File: src/hw/rtl/vumph_pkg.sv
`default_nettype none

package vumph_pkg;

   localparam int Q_W = 16;

   localparam int          ONE_Q        = 65535;
   localparam logic [15:0] GAIN_DECAY_K = 16'd65470;
   localparam logic [15:0] PEAK_DECAY_K = 16'd63570;
   localparam logic [15:0] GAIN_FLOOR   = 16'd655;

   // floor(x / 10) == (x * RECIP10) >> RECIP_SHIFT for x < 2**22
   localparam logic [19:0] RECIP10     = 20'd838861;
   localparam int          RECIP_SHIFT = 23;

   localparam int QUEUE_DEPTH = 2;
   localparam int QUEUE_AW    = 1;

   localparam int   CSR_AW     = 3;
   localparam logic CSR_SPEED  = 1'b0;
   localparam logic CSR_BRIGHT = 1'b1;

   typedef struct packed {
      logic [Q_W-1:0] level;
      logic [Q_W-1:0] peak;
   } level_pair_type;

   function automatic logic [7:0] full_scale(input logic [2:0] b);
      logic [10:0] p;
      p = 11'(b) * 11'd255;
      if (b > 3'd4) begin
         return 8'hff;
      end
      return p[9:2];
   endfunction

endpackage

`default_nettype wire

File: src/hw/rtl/vumph_front.sv
`default_nettype none

module vumph_front (
   input  wire logic                        clock,
   input  wire logic                        reset,
   input  wire logic                        req_valid,
   output logic                             req_ready,
   input  wire logic                        req_audio_present,
   input  wire logic [vumph_pkg::Q_W-1:0]   req_energy,
   output logic                             out_valid,
   input  wire logic                        out_ready,
   output logic [vumph_pkg::Q_W-1:0]        out_energy
);

   logic [vumph_pkg::Q_W-1:0]    mem_ff [vumph_pkg::QUEUE_DEPTH];
   logic [vumph_pkg::QUEUE_AW-1:0] wr_ptr_ff;
   logic [vumph_pkg::QUEUE_AW-1:0] rd_ptr_ff;
   logic [vumph_pkg::QUEUE_AW:0]   count_ff;
   logic [vumph_pkg::Q_W-1:0]    energy_in;
   logic                         push;
   logic                         pop;

   // absent audio counts as zero energy
   assign energy_in = req_audio_present ? req_energy : '0;

   assign req_ready  = (count_ff != (vumph_pkg::QUEUE_AW+1)'(vumph_pkg::QUEUE_DEPTH));
   assign out_valid  = (count_ff != '0);
   assign out_energy = mem_ff[rd_ptr_ff];
   assign push       = req_valid && req_ready;
   assign pop        = out_valid && out_ready;

   always_ff @(posedge clock) begin
      if (push) begin
         mem_ff[wr_ptr_ff] <= energy_in;
      end
   end

   always_ff @(posedge clock) begin
      if (reset) begin
         wr_ptr_ff <= '0;
         rd_ptr_ff <= '0;
         count_ff  <= '0;
      end else begin
         if (push) begin
            wr_ptr_ff <= wr_ptr_ff + 1'b1;
         end
         if (pop) begin
            rd_ptr_ff <= rd_ptr_ff + 1'b1;
         end
         if (push && !pop) begin
            count_ff <= count_ff + 1'b1;
         end else if (pop && !push) begin
            count_ff <= count_ff - 1'b1;
         end
      end
   end

   a_count_bound: assert property (@(posedge clock) disable iff (reset)
      count_ff <= (vumph_pkg::QUEUE_AW+1)'(vumph_pkg::QUEUE_DEPTH))
      else $error("queue count beyond depth");

endmodule

`default_nettype wire

File: src/hw/rtl/vumph_level.sv
`default_nettype none

module vumph_level #(
   parameter int HOLD_FRAMES = 15
) (
   input  wire logic                        clock,
   input  wire logic                        reset,
   input  wire logic [2:0]                  speed,
   input  wire logic                        in_valid,
   output logic                             in_ready,
   input  wire logic [vumph_pkg::Q_W-1:0]   in_energy,
   output logic                             out_valid,
   input  wire logic                        out_ready,
   output vumph_pkg::level_pair_type        out_pair
);

   typedef enum logic [2:0] {
      S_IDLE, S_GAIN, S_DIV, S_SMUL, S_SDIV, S_SAPPLY, S_PDEC, S_OUT
   } state_type;

   state_type    state_ff;
   logic [15:0]  gain_ff;
   logic [15:0]  level_ff;
   logic [15:0]  peak_ff;
   logic [3:0]   hold_ff;
   logic [15:0]  t_ff;
   logic [31:0]  gain_prod_ff;
   logic [15:0]  rem_ff;
   logic [15:0]  sh_ff;
   logic [3:0]   cnt_ff;
   logic [18:0]  mag_ff;
   logic         neg_ff;
   logic [38:0]  recip_ff;

   logic [15:0]  raised;
   logic [15:0]  gain_dec;
   logic [15:0]  gain_floor;
   logic [31:0]  numer;
   logic [16:0]  trial;
   logic         qbit;
   logic [16:0]  diff;
   logic [15:0]  abs_diff;
   logic [2:0]   coef;
   logic [15:0]  step;
   logic [15:0]  level_new;
   logic [31:0]  peak_prod;

   assign raised     = (in_energy > gain_ff) ? in_energy : gain_ff;
   assign gain_dec   = gain_prod_ff[31:16];
   assign gain_floor = (gain_dec < vumph_pkg::GAIN_FLOOR) ? vumph_pkg::GAIN_FLOOR : gain_dec;
   assign numer      = {t_ff, 16'h0000} - {16'h0000, t_ff};
   assign trial      = {rem_ff, sh_ff[15]};
   assign qbit       = (trial >= {1'b0, gain_ff});
   assign diff       = {1'b0, sh_ff} - {1'b0, level_ff};
   assign abs_diff   = diff[16] ? 16'(-diff) : diff[15:0];
   assign coef       = 3'd7 - speed;
   assign step       = recip_ff[vumph_pkg::RECIP_SHIFT +: 16];
   assign level_new  = neg_ff ? (level_ff - step) : (level_ff + step);
   assign peak_prod  = 32'(peak_ff) * 32'(vumph_pkg::PEAK_DECAY_K);

   assign in_ready       = (state_ff == S_IDLE);
   assign out_valid      = (state_ff == S_OUT);
   assign out_pair.level = level_ff;
   assign out_pair.peak  = peak_ff;

   always_ff @(posedge clock) begin
      if (reset) begin
         state_ff <= S_IDLE;
         gain_ff  <= '0;
         level_ff <= '0;
         peak_ff  <= '0;
         hold_ff  <= '0;
      end else begin
         unique case (state_ff)
            S_IDLE: begin
               if (in_valid) begin
                  t_ff         <= in_energy;
                  gain_prod_ff <= 32'(raised) * 32'(vumph_pkg::GAIN_DECAY_K);
                  state_ff     <= S_GAIN;
               end
            end
            S_GAIN: begin
               gain_ff <= gain_floor;
               // quotient saturates once energy reaches the gain peak
               if (t_ff >= gain_floor) begin
                  sh_ff    <= 16'hffff;
                  state_ff <= S_SMUL;
               end else begin
                  rem_ff   <= numer[31:16];
                  sh_ff    <= numer[15:0];
                  cnt_ff   <= '0;
                  state_ff <= S_DIV;
               end
            end
            S_DIV: begin
               rem_ff <= qbit ? 16'(trial - {1'b0, gain_ff}) : trial[15:0];
               sh_ff  <= {sh_ff[14:0], qbit};
               cnt_ff <= cnt_ff + 1'b1;
               if (cnt_ff == 4'd15) begin
                  state_ff <= S_SMUL;
               end
            end
            S_SMUL: begin
               mag_ff   <= 19'(abs_diff) * 19'(coef);
               neg_ff   <= diff[16];
               state_ff <= S_SDIV;
            end
            S_SDIV: begin
               recip_ff <= 39'(mag_ff) * 39'(vumph_pkg::RECIP10);
               state_ff <= S_SAPPLY;
            end
            S_SAPPLY: begin
               level_ff <= level_new;
               if (level_new > peak_ff) begin
                  peak_ff  <= level_new;
                  hold_ff  <= 4'(HOLD_FRAMES);
                  state_ff <= S_OUT;
               end else if (hold_ff != '0) begin
                  hold_ff  <= hold_ff - 1'b1;
                  state_ff <= S_OUT;
               end else begin
                  state_ff <= S_PDEC;
               end
            end
            S_PDEC: begin
               peak_ff  <= peak_prod[31:16];
               state_ff <= S_OUT;
            end
            S_OUT: begin
               if (out_ready) begin
                  state_ff <= S_IDLE;
               end
            end
            default: begin
               state_ff <= S_IDLE;
            end
         endcase
      end
   end

   a_div_rem: assert property (@(posedge clock) disable iff (reset)
      state_ff == S_DIV |-> (rem_ff < gain_ff) && (gain_ff >= vumph_pkg::GAIN_FLOOR))
      else $error("divider remainder out of range");

endmodule

`default_nettype wire

File: src/hw/rtl/vumph_column.sv
`default_nettype none

module vumph_column #(
   parameter int MAX_COLUMN = 21
) (
   input  wire logic                        clock,
   input  wire logic                        reset,
   input  wire logic [7:0]                  full,
   input  wire logic                        in_valid,
   output logic                             in_ready,
   input  wire vumph_pkg::level_pair_type   in_pair,
   output logic                             rsp_valid,
   input  wire logic                        rsp_ready,
   output logic [5:0]                       rsp_column,
   output logic                             rsp_write_enable,
   output logic [7:0]                       rsp_red,
   output logic [7:0]                       rsp_green,
   output logic [7:0]                       rsp_blue,
   output logic                             rsp_last
);

   localparam int POS_W = $clog2(vumph_pkg::ONE_Q * MAX_COLUMN + 1);
   localparam logic [POS_W-1:0] POS_STEP = POS_W'(vumph_pkg::ONE_Q);
   localparam logic [POS_W-1:0] WIN      =
      POS_W'((6 * vumph_pkg::ONE_Q * MAX_COLUMN + 99) / 100);
   localparam logic [5:0]       LAST_COL = 6'(MAX_COLUMN);
   localparam logic [8:0]       GREEN_LIM  = 9'(MAX_COLUMN);
   localparam logic [9:0]       YELLOW_LIM = 10'(7 * MAX_COLUMN);

   typedef enum logic {C_IDLE, C_RUN} state_type;

   state_type         state_ff;
   logic [POS_W-1:0]  level_m_ff;
   logic [POS_W-1:0]  peak_m_ff;
   logic              peak_big_ff;
   logic [POS_W-1:0]  posn_ff;
   logic [5:0]        col_ff;
   logic              rsp_valid_ff;
   logic [5:0]        column_ff;
   logic              we_ff;
   logic [7:0]        red_ff;
   logic [7:0]        green_ff;
   logic              last_ff;

   logic              lit;
   logic              green_zone;
   logic              yellow_zone;
   logic [POS_W-1:0]  peak_dist;
   logic              near;
   logic              advance;

   assign lit         = (posn_ff <= level_m_ff);
   assign green_zone  = ((9'(col_ff) * 9'd5) < GREEN_LIM);
   assign yellow_zone = ((10'(col_ff) * 10'd10) < YELLOW_LIM);
   assign peak_dist   = (posn_ff >= peak_m_ff) ? (posn_ff - peak_m_ff)
                                               : (peak_m_ff - posn_ff);
   assign near        = (peak_dist < WIN) && peak_big_ff;
   assign advance     = (state_ff == C_RUN) && (!rsp_valid_ff || rsp_ready);

   assign in_ready         = (state_ff == C_IDLE);
   assign rsp_valid        = rsp_valid_ff;
   assign rsp_column       = column_ff;
   assign rsp_write_enable = we_ff;
   assign rsp_red          = red_ff;
   assign rsp_green        = green_ff;
   assign rsp_blue         = 8'h00;
   assign rsp_last         = last_ff;

   always_ff @(posedge clock) begin
      if (reset) begin
         state_ff     <= C_IDLE;
         rsp_valid_ff <= 1'b0;
      end else begin
         if (advance) begin
            rsp_valid_ff <= 1'b1;
         end else if (rsp_ready) begin
            rsp_valid_ff <= 1'b0;
         end
         unique case (state_ff)
            C_IDLE: begin
               if (in_valid) begin
                  level_m_ff  <= POS_W'(in_pair.level) * POS_W'(MAX_COLUMN);
                  peak_m_ff   <= POS_W'(in_pair.peak) * POS_W'(MAX_COLUMN);
                  peak_big_ff <= ((21'(in_pair.peak) * 21'd20) > 21'(vumph_pkg::ONE_Q));
                  posn_ff     <= '0;
                  col_ff      <= '0;
                  state_ff    <= C_RUN;
               end
            end
            C_RUN: begin
               if (advance) begin
                  column_ff    <= col_ff;
                  we_ff        <= lit || near;
                  red_ff       <= ((lit && !green_zone) || (!lit && near)) ? full : 8'h00;
                  green_ff     <= (lit && yellow_zone) ? full : 8'h00;
                  last_ff      <= (col_ff == LAST_COL);
                  if (col_ff == LAST_COL) begin
                     state_ff <= C_IDLE;
                  end else begin
                     col_ff  <= col_ff + 1'b1;
                     posn_ff <= posn_ff + POS_STEP;
                  end
               end
            end
            default: begin
               state_ff <= C_IDLE;
            end
         endcase
      end
   end

   a_last_col: assert property (@(posedge clock) disable iff (reset)
      rsp_valid_ff && last_ff |-> column_ff == LAST_COL)
      else $error("last flag on wrong column");

   a_dark_col: assert property (@(posedge clock) disable iff (reset)
      rsp_valid_ff && !we_ff |-> (red_ff == 8'h00) && (green_ff == 8'h00))
      else $error("unwritten column carries colour");

   a_col_seq: assert property (@(posedge clock) disable iff (reset)
      rsp_valid_ff && rsp_ready && !last_ff |=>
         rsp_valid_ff && (column_ff == $past(column_ff) + 6'd1))
      else $error("column sequence broken");

endmodule

`default_nettype wire

File: src/hw/rtl/vu_meter_agc_peak_hold_unit.sv
// path: a frame passes the queue, then the level engine states S_GAIN, S_DIV, S_SMUL, S_SDIV,
// S_SAPPLY, S_PDEC when the bar peak decays, and S_OUT; S_DIV is skipped once energy reaches
// the gain peak; the column engine then registers each column result
// throughput: engines overlap, columns one per cycle while rsp_ready is high
// reset: synchronous, clears the queue, gain peak, level, bar peak and hold count,
// speed to 2 and brightness to 4
`default_nettype none

module vu_meter_agc_peak_hold_unit #(
   parameter int MAX_COLUMN  = 21,
   parameter int HOLD_FRAMES = 15
) (
   input  wire logic                           clock,
   input  wire logic                           reset,
   input  wire logic                           req_valid,
   output logic                                req_ready,
   input  wire logic                           req_audio_present,
   input  wire logic [15:0]                    req_energy,
   output logic                                rsp_valid,
   input  wire logic                           rsp_ready,
   output logic [5:0]                          rsp_column,
   output logic                                rsp_write_enable,
   output logic [7:0]                          rsp_red,
   output logic [7:0]                          rsp_green,
   output logic [7:0]                          rsp_blue,
   output logic                                rsp_last,
   input  wire logic                           csr_psel,
   input  wire logic                           csr_penable,
   input  wire logic                           csr_pwrite,
   input  wire logic [vumph_pkg::CSR_AW-1:0]   csr_paddr,
   input  wire logic [31:0]                    csr_pwdata,
   output logic [31:0]                         csr_prdata,
   output logic                                csr_pready
);

   logic [2:0]                  speed_ff;
   logic [2:0]                  brightness_ff;
   logic                        csr_wr;
   logic [7:0]                  full;

   logic                        q_valid;
   logic                        q_ready;
   logic [15:0]                 q_energy;
   logic                        lv_valid;
   logic                        lv_ready;
   vumph_pkg::level_pair_type   lv_pair;

   assign csr_pready = 1'b1;
   assign csr_wr     = csr_psel && csr_penable && csr_pwrite && csr_pready;
   assign full       = vumph_pkg::full_scale(brightness_ff);

   always_ff @(posedge clock) begin
      if (reset) begin
         speed_ff      <= 3'd2;
         brightness_ff <= 3'd4;
      end else if (csr_wr) begin
         unique case (csr_paddr[2])
            vumph_pkg::CSR_SPEED:  speed_ff      <= csr_pwdata[2:0];
            vumph_pkg::CSR_BRIGHT: brightness_ff <= csr_pwdata[2:0];
            default: ;
         endcase
      end
   end

   always_comb begin
      unique case (csr_paddr[2])
         vumph_pkg::CSR_SPEED:  csr_prdata = {29'b0, speed_ff};
         vumph_pkg::CSR_BRIGHT: csr_prdata = {29'b0, brightness_ff};
         default:               csr_prdata = '0;
      endcase
   end

   vumph_front u_front (
      .clock             (clock),
      .reset             (reset),
      .req_valid         (req_valid),
      .req_ready         (req_ready),
      .req_audio_present (req_audio_present),
      .req_energy        (req_energy),
      .out_valid         (q_valid),
      .out_ready         (q_ready),
      .out_energy        (q_energy)
   );

   vumph_level #(
      .HOLD_FRAMES (HOLD_FRAMES)
   ) u_level (
      .clock     (clock),
      .reset     (reset),
      .speed     (speed_ff),
      .in_valid  (q_valid),
      .in_ready  (q_ready),
      .in_energy (q_energy),
      .out_valid (lv_valid),
      .out_ready (lv_ready),
      .out_pair  (lv_pair)
   );

   vumph_column #(
      .MAX_COLUMN (MAX_COLUMN)
   ) u_column (
      .clock            (clock),
      .reset            (reset),
      .full             (full),
      .in_valid         (lv_valid),
      .in_ready         (lv_ready),
      .in_pair          (lv_pair),
      .rsp_valid        (rsp_valid),
      .rsp_ready        (rsp_ready),
      .rsp_column       (rsp_column),
      .rsp_write_enable (rsp_write_enable),
      .rsp_red          (rsp_red),
      .rsp_green        (rsp_green),
      .rsp_blue         (rsp_blue),
      .rsp_last         (rsp_last)
   );

endmodule

`default_nettype wire

File: config.mk
export PLATFORM = sky130hd
export DESIGN_NAME = vu_meter_agc_peak_hold_unit
export DESIGN_NICKNAME = d
export VERILOG_FILES = /design/src/hw/rtl/vumph_pkg.sv /design/src/hw/rtl/vumph_front.sv /design/src/hw/rtl/vumph_level.sv /design/src/hw/rtl/vumph_column.sv /design/src/hw/rtl/vu_meter_agc_peak_hold_unit.sv
export SDC_FILE = /design/constraint.sdc
export NUM_CORES = 2
export LEC_CHECK = 0
export BUFFER_PORTS_ARGS = -buffer_cell sky130_fd_sc_hd__buf_4
export CORE_MARGIN = 4
export CORE_UTILIZATION = 30
export CTS_CLUSTER_SIZE = 30
export DETAILED_ROUTE_END_ITERATION = 8
export GPL_TIMING_DRIVEN = 0
export PLACE_DENSITY_LB_ADDON = 0.25
export SYNTH_ARGS = -nofsm -noshare
export SYNTH_HDL_FRONTEND = slang
export SYNTH_SLANG_ARGS = --single-unit
export TNS_END_PERCENT = 50
File: constraint.sdc
create_clock -name clock -period 18.95 [get_ports clock]
set_input_delay 2.8425 -clock clock [delete_from_list [all_inputs] [get_ports clock]]
set_output_delay 2.8425 -clock clock [all_outputs]
set_load 0.005 [all_outputs]
After elaboration in Yosys (flattened, before gate mapping)
Memory sizes are Yosys's and may differ from the RTL's. A register that Yosys moved wholly into a read port is not among the register bits.
Index checks and enable logic that the tools add are counted.
{"block": "totals", "output_inout_bits": 67, "inputBits": 59, "ram_bits": 32, "word_cells": 179, "register_bits": 303, "mem_count": 1}
{"block": "op_classes", "eq_ne": 18, "n_addsub": 17, "reduce_logical": 40, "mux": 48, "bitwise": 3, "n_mul": 10, "n_lt_le_gt_ge": 12}
{"name": "u_front.mem_ff", "depth": 2, "width": 16, "read_ports": 1, "rd_clocked_by_memory_dff": 1, "write_ports": 1, "line_no": "vumph_front.sv:15", "rtl": "logic [vumph_pkg::Q_W-1:0] mem_ff [vumph_pkg::QUEUE_DEPTH];"}
{"operator": "$mux W16", "count": 9}
{"operator": "$pmux W16 S2", "count": 3}
{"operator": "$mux W21", "count": 4}
{"operator": "$pmux W32 S2", "count": 1}
{"operator": "$mul A16 B15 Y31 const B", "count": 2}
{"operator": "$mul A16 B5 Y21 const B", "count": 2}
{"operator": "$pmux W21 S2", "count": 1}
{"operator": "$sub A21 B21 Y21", "count": 2}
{"operator": "$mul A19 B20 Y39 const B", "count": 1}
{"operator": "$gt A16 B16 Y1", "count": 2}
{"operator": "$sub A16 B16 Y16", "count": 2}
{"operator": "$sub A32 B16 Y32", "count": 1}
{"operator": "$pmux W3 S8", "count": 1}
{"operator": "$add A21 B16 Y21 const B", "count": 1}
{"operator": "$ge A21 B21 Y1", "count": 1}
{"operator": "$gt A21 B16 Y1 const B", "count": 1}
{"operator": "$le A21 B21 Y1", "count": 1}
{"operator": "$lt A21 B17 Y1 const B", "count": 1}
{"operator": "$mul A16 B3 Y19", "count": 1}
{"operator": "$mul A16 B3 Y19 const B", "count": 1}
{"operator": "$mul A6 B3 Y9 const B", "count": 2}
{"operator": "$mux W6", "count": 3}
{"operator": "$ge A17 B16 Y1", "count": 1}
{"operator": "$sub A16 B16 Y17", "count": 1}
{"operator": "40 further kinds", "count": 103}

Logic depth before layout (Yosys ltp)
{"block": "depth", "word_depth": 6, "ltp_mapped": 37, "depth_no_buf": 34}

Modules after synthesis
Synthesis repeated with hierarchy kept, for this count alone.
{"block": "unflattened", "cells_unflattened": 4012, "hier_area_um2": 38381.8}
{"mod": "vumph_level", "seq_area_each_um2": 4224.1, "instances": 1, "area_each_um2": 25703.4, "cells_each": 2692}
{"mod": "vumph_column", "seq_area_each_um2": 2862.7, "instances": 1, "area_each_um2": 10401.2, "cells_each": 1137}
{"mod": "vumph_front", "seq_area_each_um2": 1061.0, "instances": 1, "area_each_um2": 1480.2, "cells_each": 91}
{"mod": "vu_meter_agc_peak_hold_unit", "seq_area_each_um2": 120.1, "instances": 1, "area_each_um2": 797.0, "cells_each": 92}

Least setup slack after synthesis
No wires, ideal clock.
{"block": "synth_timing", "path_type": "flip-flop to flip-flop", "start": "register with a tool-made name", "end": "register u_level.gain_prod_ff[31] (data pin)", "slack_ns": 9.776, "setup_ns": 0.263, "required_ns": 18.687, "arrival_ns": 8.911, "path_stages_with_launch": 33, "period_less_slack_ns": 9.174, "path_buffers": 4, "path_cell_list": "dfxtp_1 > clkbuf_1 > buf_1 > mux2_2 > ha_1 > nand4_1 > a2111o_1 > a31oi_2 > clkbuf_1 > buf_1 > nor2_1 > a21oi_1 > fa_1 > inv_1 > fa_1 > inv_1 > fa_1 > fa_1 > fa_1 > inv_1 > fa_1 > inv_1 > ha_1 > a21o_1 > a21o_1 > a21oi_1 > o21ai_0 > a221oi_1 > nor3b_1 > a21oi_1 > a311oi_1 > a311oi_1 > xnor2_1"}
{"element": "end signal, assigned", "line_no": "vumph_level.sv:78", "rtl": "gain_prod_ff <= 32'(raised) * 32'(vumph_pkg::GAIN_DECAY_K);"}
{"element": "end, declared", "line_no": "vumph_level.sv:27", "rtl": "logic [31:0] gain_prod_ff;"}

==> run metrics <==
Yosys warnings 0; WL final around 90 mm; crit-path most repeated cell fa_1; Synth Area in Compound Gates 11.54%; synthesized area 0.03723 mm2; die height ~360 um; largest family of logic cells by synthesized area adder cells; Nets a little over 5k; status complete, no violations; Layout Area Growth over Synthesis 10.71%; # Post-CTS Setup Buffers 0; DR WL/cell ~16 um; dominant synthesized flop cell edfxtp_1; gr usage total 13.90%; Finish-stage setup viols 0; delay-heaviest family, CP adder cells; PostCTS Resize Cnt 0; RSZ-0062 raised after global routing no; GPL Wtd Cong approximately 0.84; max-cap violations 0; WP data required between 15,000 and 20,000 ps; Setup Crit Path Kind flip-flop to flip-flop; Fin Clk Skew about 30 ps; vias per cell 4.640; post-DP HPWL between 70 and 80 mm; Avg Inst Size Synth 9.645 um2; count of flip-flops with a built-in enable after synthesis 226; Worst-Margin Slew 1128 ps; H-tree levels 2; CP Buf/Inv Count 7; Worst setup EP type flip-flop; crit path DAT 11,610 ps; Overflow after GRT 0; Syn Inst Count 3,860; Synth area leader ha_1; Max clock buf depth 3; core area 0.1225 mm2; TritonCTS clock tree yes; synthesized flop and latch total roughly 290; layout cell share with drive strength beyond 1 under 10%; I/O pins between 100 and 150; starting density of the core between 30% and 40%; Worst-path clk slew approximately 60 ps; non-filler cells in the finished layout about 5.7k; top post-synthesis cells by area ha_1 22%, edfxtp_1 18%, fa_1 18%, inv_1 7.0%, xnor2_1 3.9%; worst skew pair latency between 500 and 600 ps; Ant. Diodes 0; Chip Width 360.3 um; register area share after synthesis roughly 22%; slowest CP cell a2111oi_0; final hold vios 0; via count between 20k and 30k; root buffer cell clkbuf_16; initial antenna violation count 1; Core Util, Final 33.64%; CP max FO 10; CP Launch Type flip-flop; Adder-Cell Fraction of Synth Area 40.02%; Synth top area share between 20% and 30%; row count between 100 and 150; clk sinks slightly below 300; DR iter-0 viols 1,273; Hold WS about 460 ps; FMAX 88.49 MHz; Slew Viols, Final 0; Simple-Gate Fraction of Synth Area between 10% and 20%; synth unique cells 83; post-synthesis mux area share roughly 1.6%; number of fill cells about 13k; largest net degree at the start of global routing 33; most common cell in the netlist inv_1; Commonest cells post-synth 694 x inv_1, 650 x ha_1, 338 x fa_1; Max transition margin a little under a quarter; Synth async-reset ratio 0%; Hold WC Path Type flip-flop to flip-flop; Synth Area in XOR/XNOR under 10%; First-pass DRT Iterations 5; I/O Buffers 56; Placed Instances ~5.6k; setup TNS 0 ps; period utilisation layout between 50% and 60%; die area ~0.13 mm2; vias in the first global route roughly 27k; antenna viol nets, final 0; CP max stage delay ~990 ps; fin crit period approximately 11,000 ps; first-pass GRT wire length 146.0 mm; Hold Buf Count CTS 0; CTS Buf Count 38; DRC viols 0
-- through the flow --
stage / cell area (um2) / worst slack [ps]
2_1_floorplan: 37370 / 9776
3_3_place_gp: 39820 / 7408
3_5_place_dp: 39980 / 7462
4_1_cts: 41220 / 7409
5_1_grt: 41220 / 6778
6_report: 41220 / 7649
-- final timing paths --
kind                           start                  endpoint  slack [ps]  depth (start not counted)
setup / recovery           flip-flop  u_level.gain_prod_ff[31]        7650                         29
hold / removal    u_level.gain_ff[5]        u_level.gain_ff[5]         460                          2
setup reg to reg           flip-flop  u_level.gain_prod_ff[31]        7650                         29
hold reg to reg   u_level.gain_ff[5]        u_level.gain_ff[5]         460                          2
-- cells in the final DEF, fill, tap and decap left out, types with 8 or more instances in the layout --
| master | n |
|---|---|
| nand4_1 | 33 |
| and3_1 | 16 |
| o21a_1 | 34 |
| or3_1 | 19 |
| dfxtp_1 | 68 |
| mux2i_1 | 42 |
| edfxtp_1 | 226 |
| nor2b_1 | 36 |
| nand3_1 | 62 |
| ha_1 | 650 |
| xor2_1 | 69 |
| o21bai_1 | 14 |
| nor3_1 | 52 |
| nor2_1 | 224 |
| o211ai_1 | 16 |
| clkbuf_1 | 59 |
| conb_1 | 38 |
| buf_2 | 10 |
| and2_1 | 45 |
| or2_2 | 43 |
| mux2_2 | 14 |
| fa_1 | 338 |
| a211oi_1 | 26 |
| a21oi_1 | 200 |
| o2111ai_1 | 8 |
| clkbuf_16 | 38 |
| a21boi_0 | 16 |
| buf_4 | 101 |
| nor4_1 | 10 |
| o31ai_1 | 18 |
| nand2_1 | 194 |
| a31oi_1 | 37 |
| nor3b_1 | 8 |
| xnor2_1 | 167 |
| a311oi_1 | 12 |
| inv_1 | 694 |
| a21o_1 | 86 |
| o21ai_0 | 103 |
| nand2b_1 | 39 |
-- tightest hold or removal path, stage by stage (launching register included) --
cell and delay (ps):
dfxtp_1 310, nand2_1 50, a21oi_1 50
-- layer usage --
layer  global-route usage, %  up-vias  routed length, um
met3                   1.672       77               3018
met2                   23.97      309              43220
li1                        -    13247                  -
met1                   18.85    12607              42410
met4                   2.661        2               1472
met5                       0        -                 11
-- cell families (layout without fill, tap and decap cells) --
| logic type | Yosys count | after routing |
|---|---|---|
| adders and majority gates | 988 | 988 |
| and+or+nand+nor | 818 | 818 |
| buffers and inverters | 807 | 941 |
| AOI/OAI and AO/OA | 659 | 659 |
| DFF | 294 | 294 |
| xor gates and xnor gates | 236 | 236 |
| muxes | 56 | 56 |
| other | 2 | 38 |
-- area by class of cell --
type	count	area [um2]	area share (%)
multi-input combinational	2795	26020	63.13
clock inverter	20	239.0	0.5798
inverter	694	2605	6.320
clock buffer	50	996.0	2.416
buffer	113	640.6	1.554
timing repair buffer	64	535.5	1.299
sequential	294	8148	19.77
tap	1625	2033	4.933
-- flip-flops by register name (all words and copies together), names as in the netlist, 4 cells and up, named ones only --
signal / count
u_column.col_ff: 6
u_column.level_m_ff: 21
u_column.peak_m_ff: 21
u_column.posn_ff: 21
u_column.rsp_column: 6
u_column.rsp_green: 6
u_column.rsp_red: 6
u_front.mem_ff: 32
u_level.cnt_ff: 4
u_level.gain_ff: 16
u_level.gain_prod_ff: 16
u_level.hold_ff: 4
u_level.level_ff: 16
u_level.mag_ff: 19
u_level.peak_ff: 16
u_level.recip_ff: 16
u_level.rem_ff: 16
u_level.sh_ff: 16
u_level.t_ff: 16
Power is not shown: default switching activity piles up to over one toggle a cycle in this logic, so the estimate is an artifact.
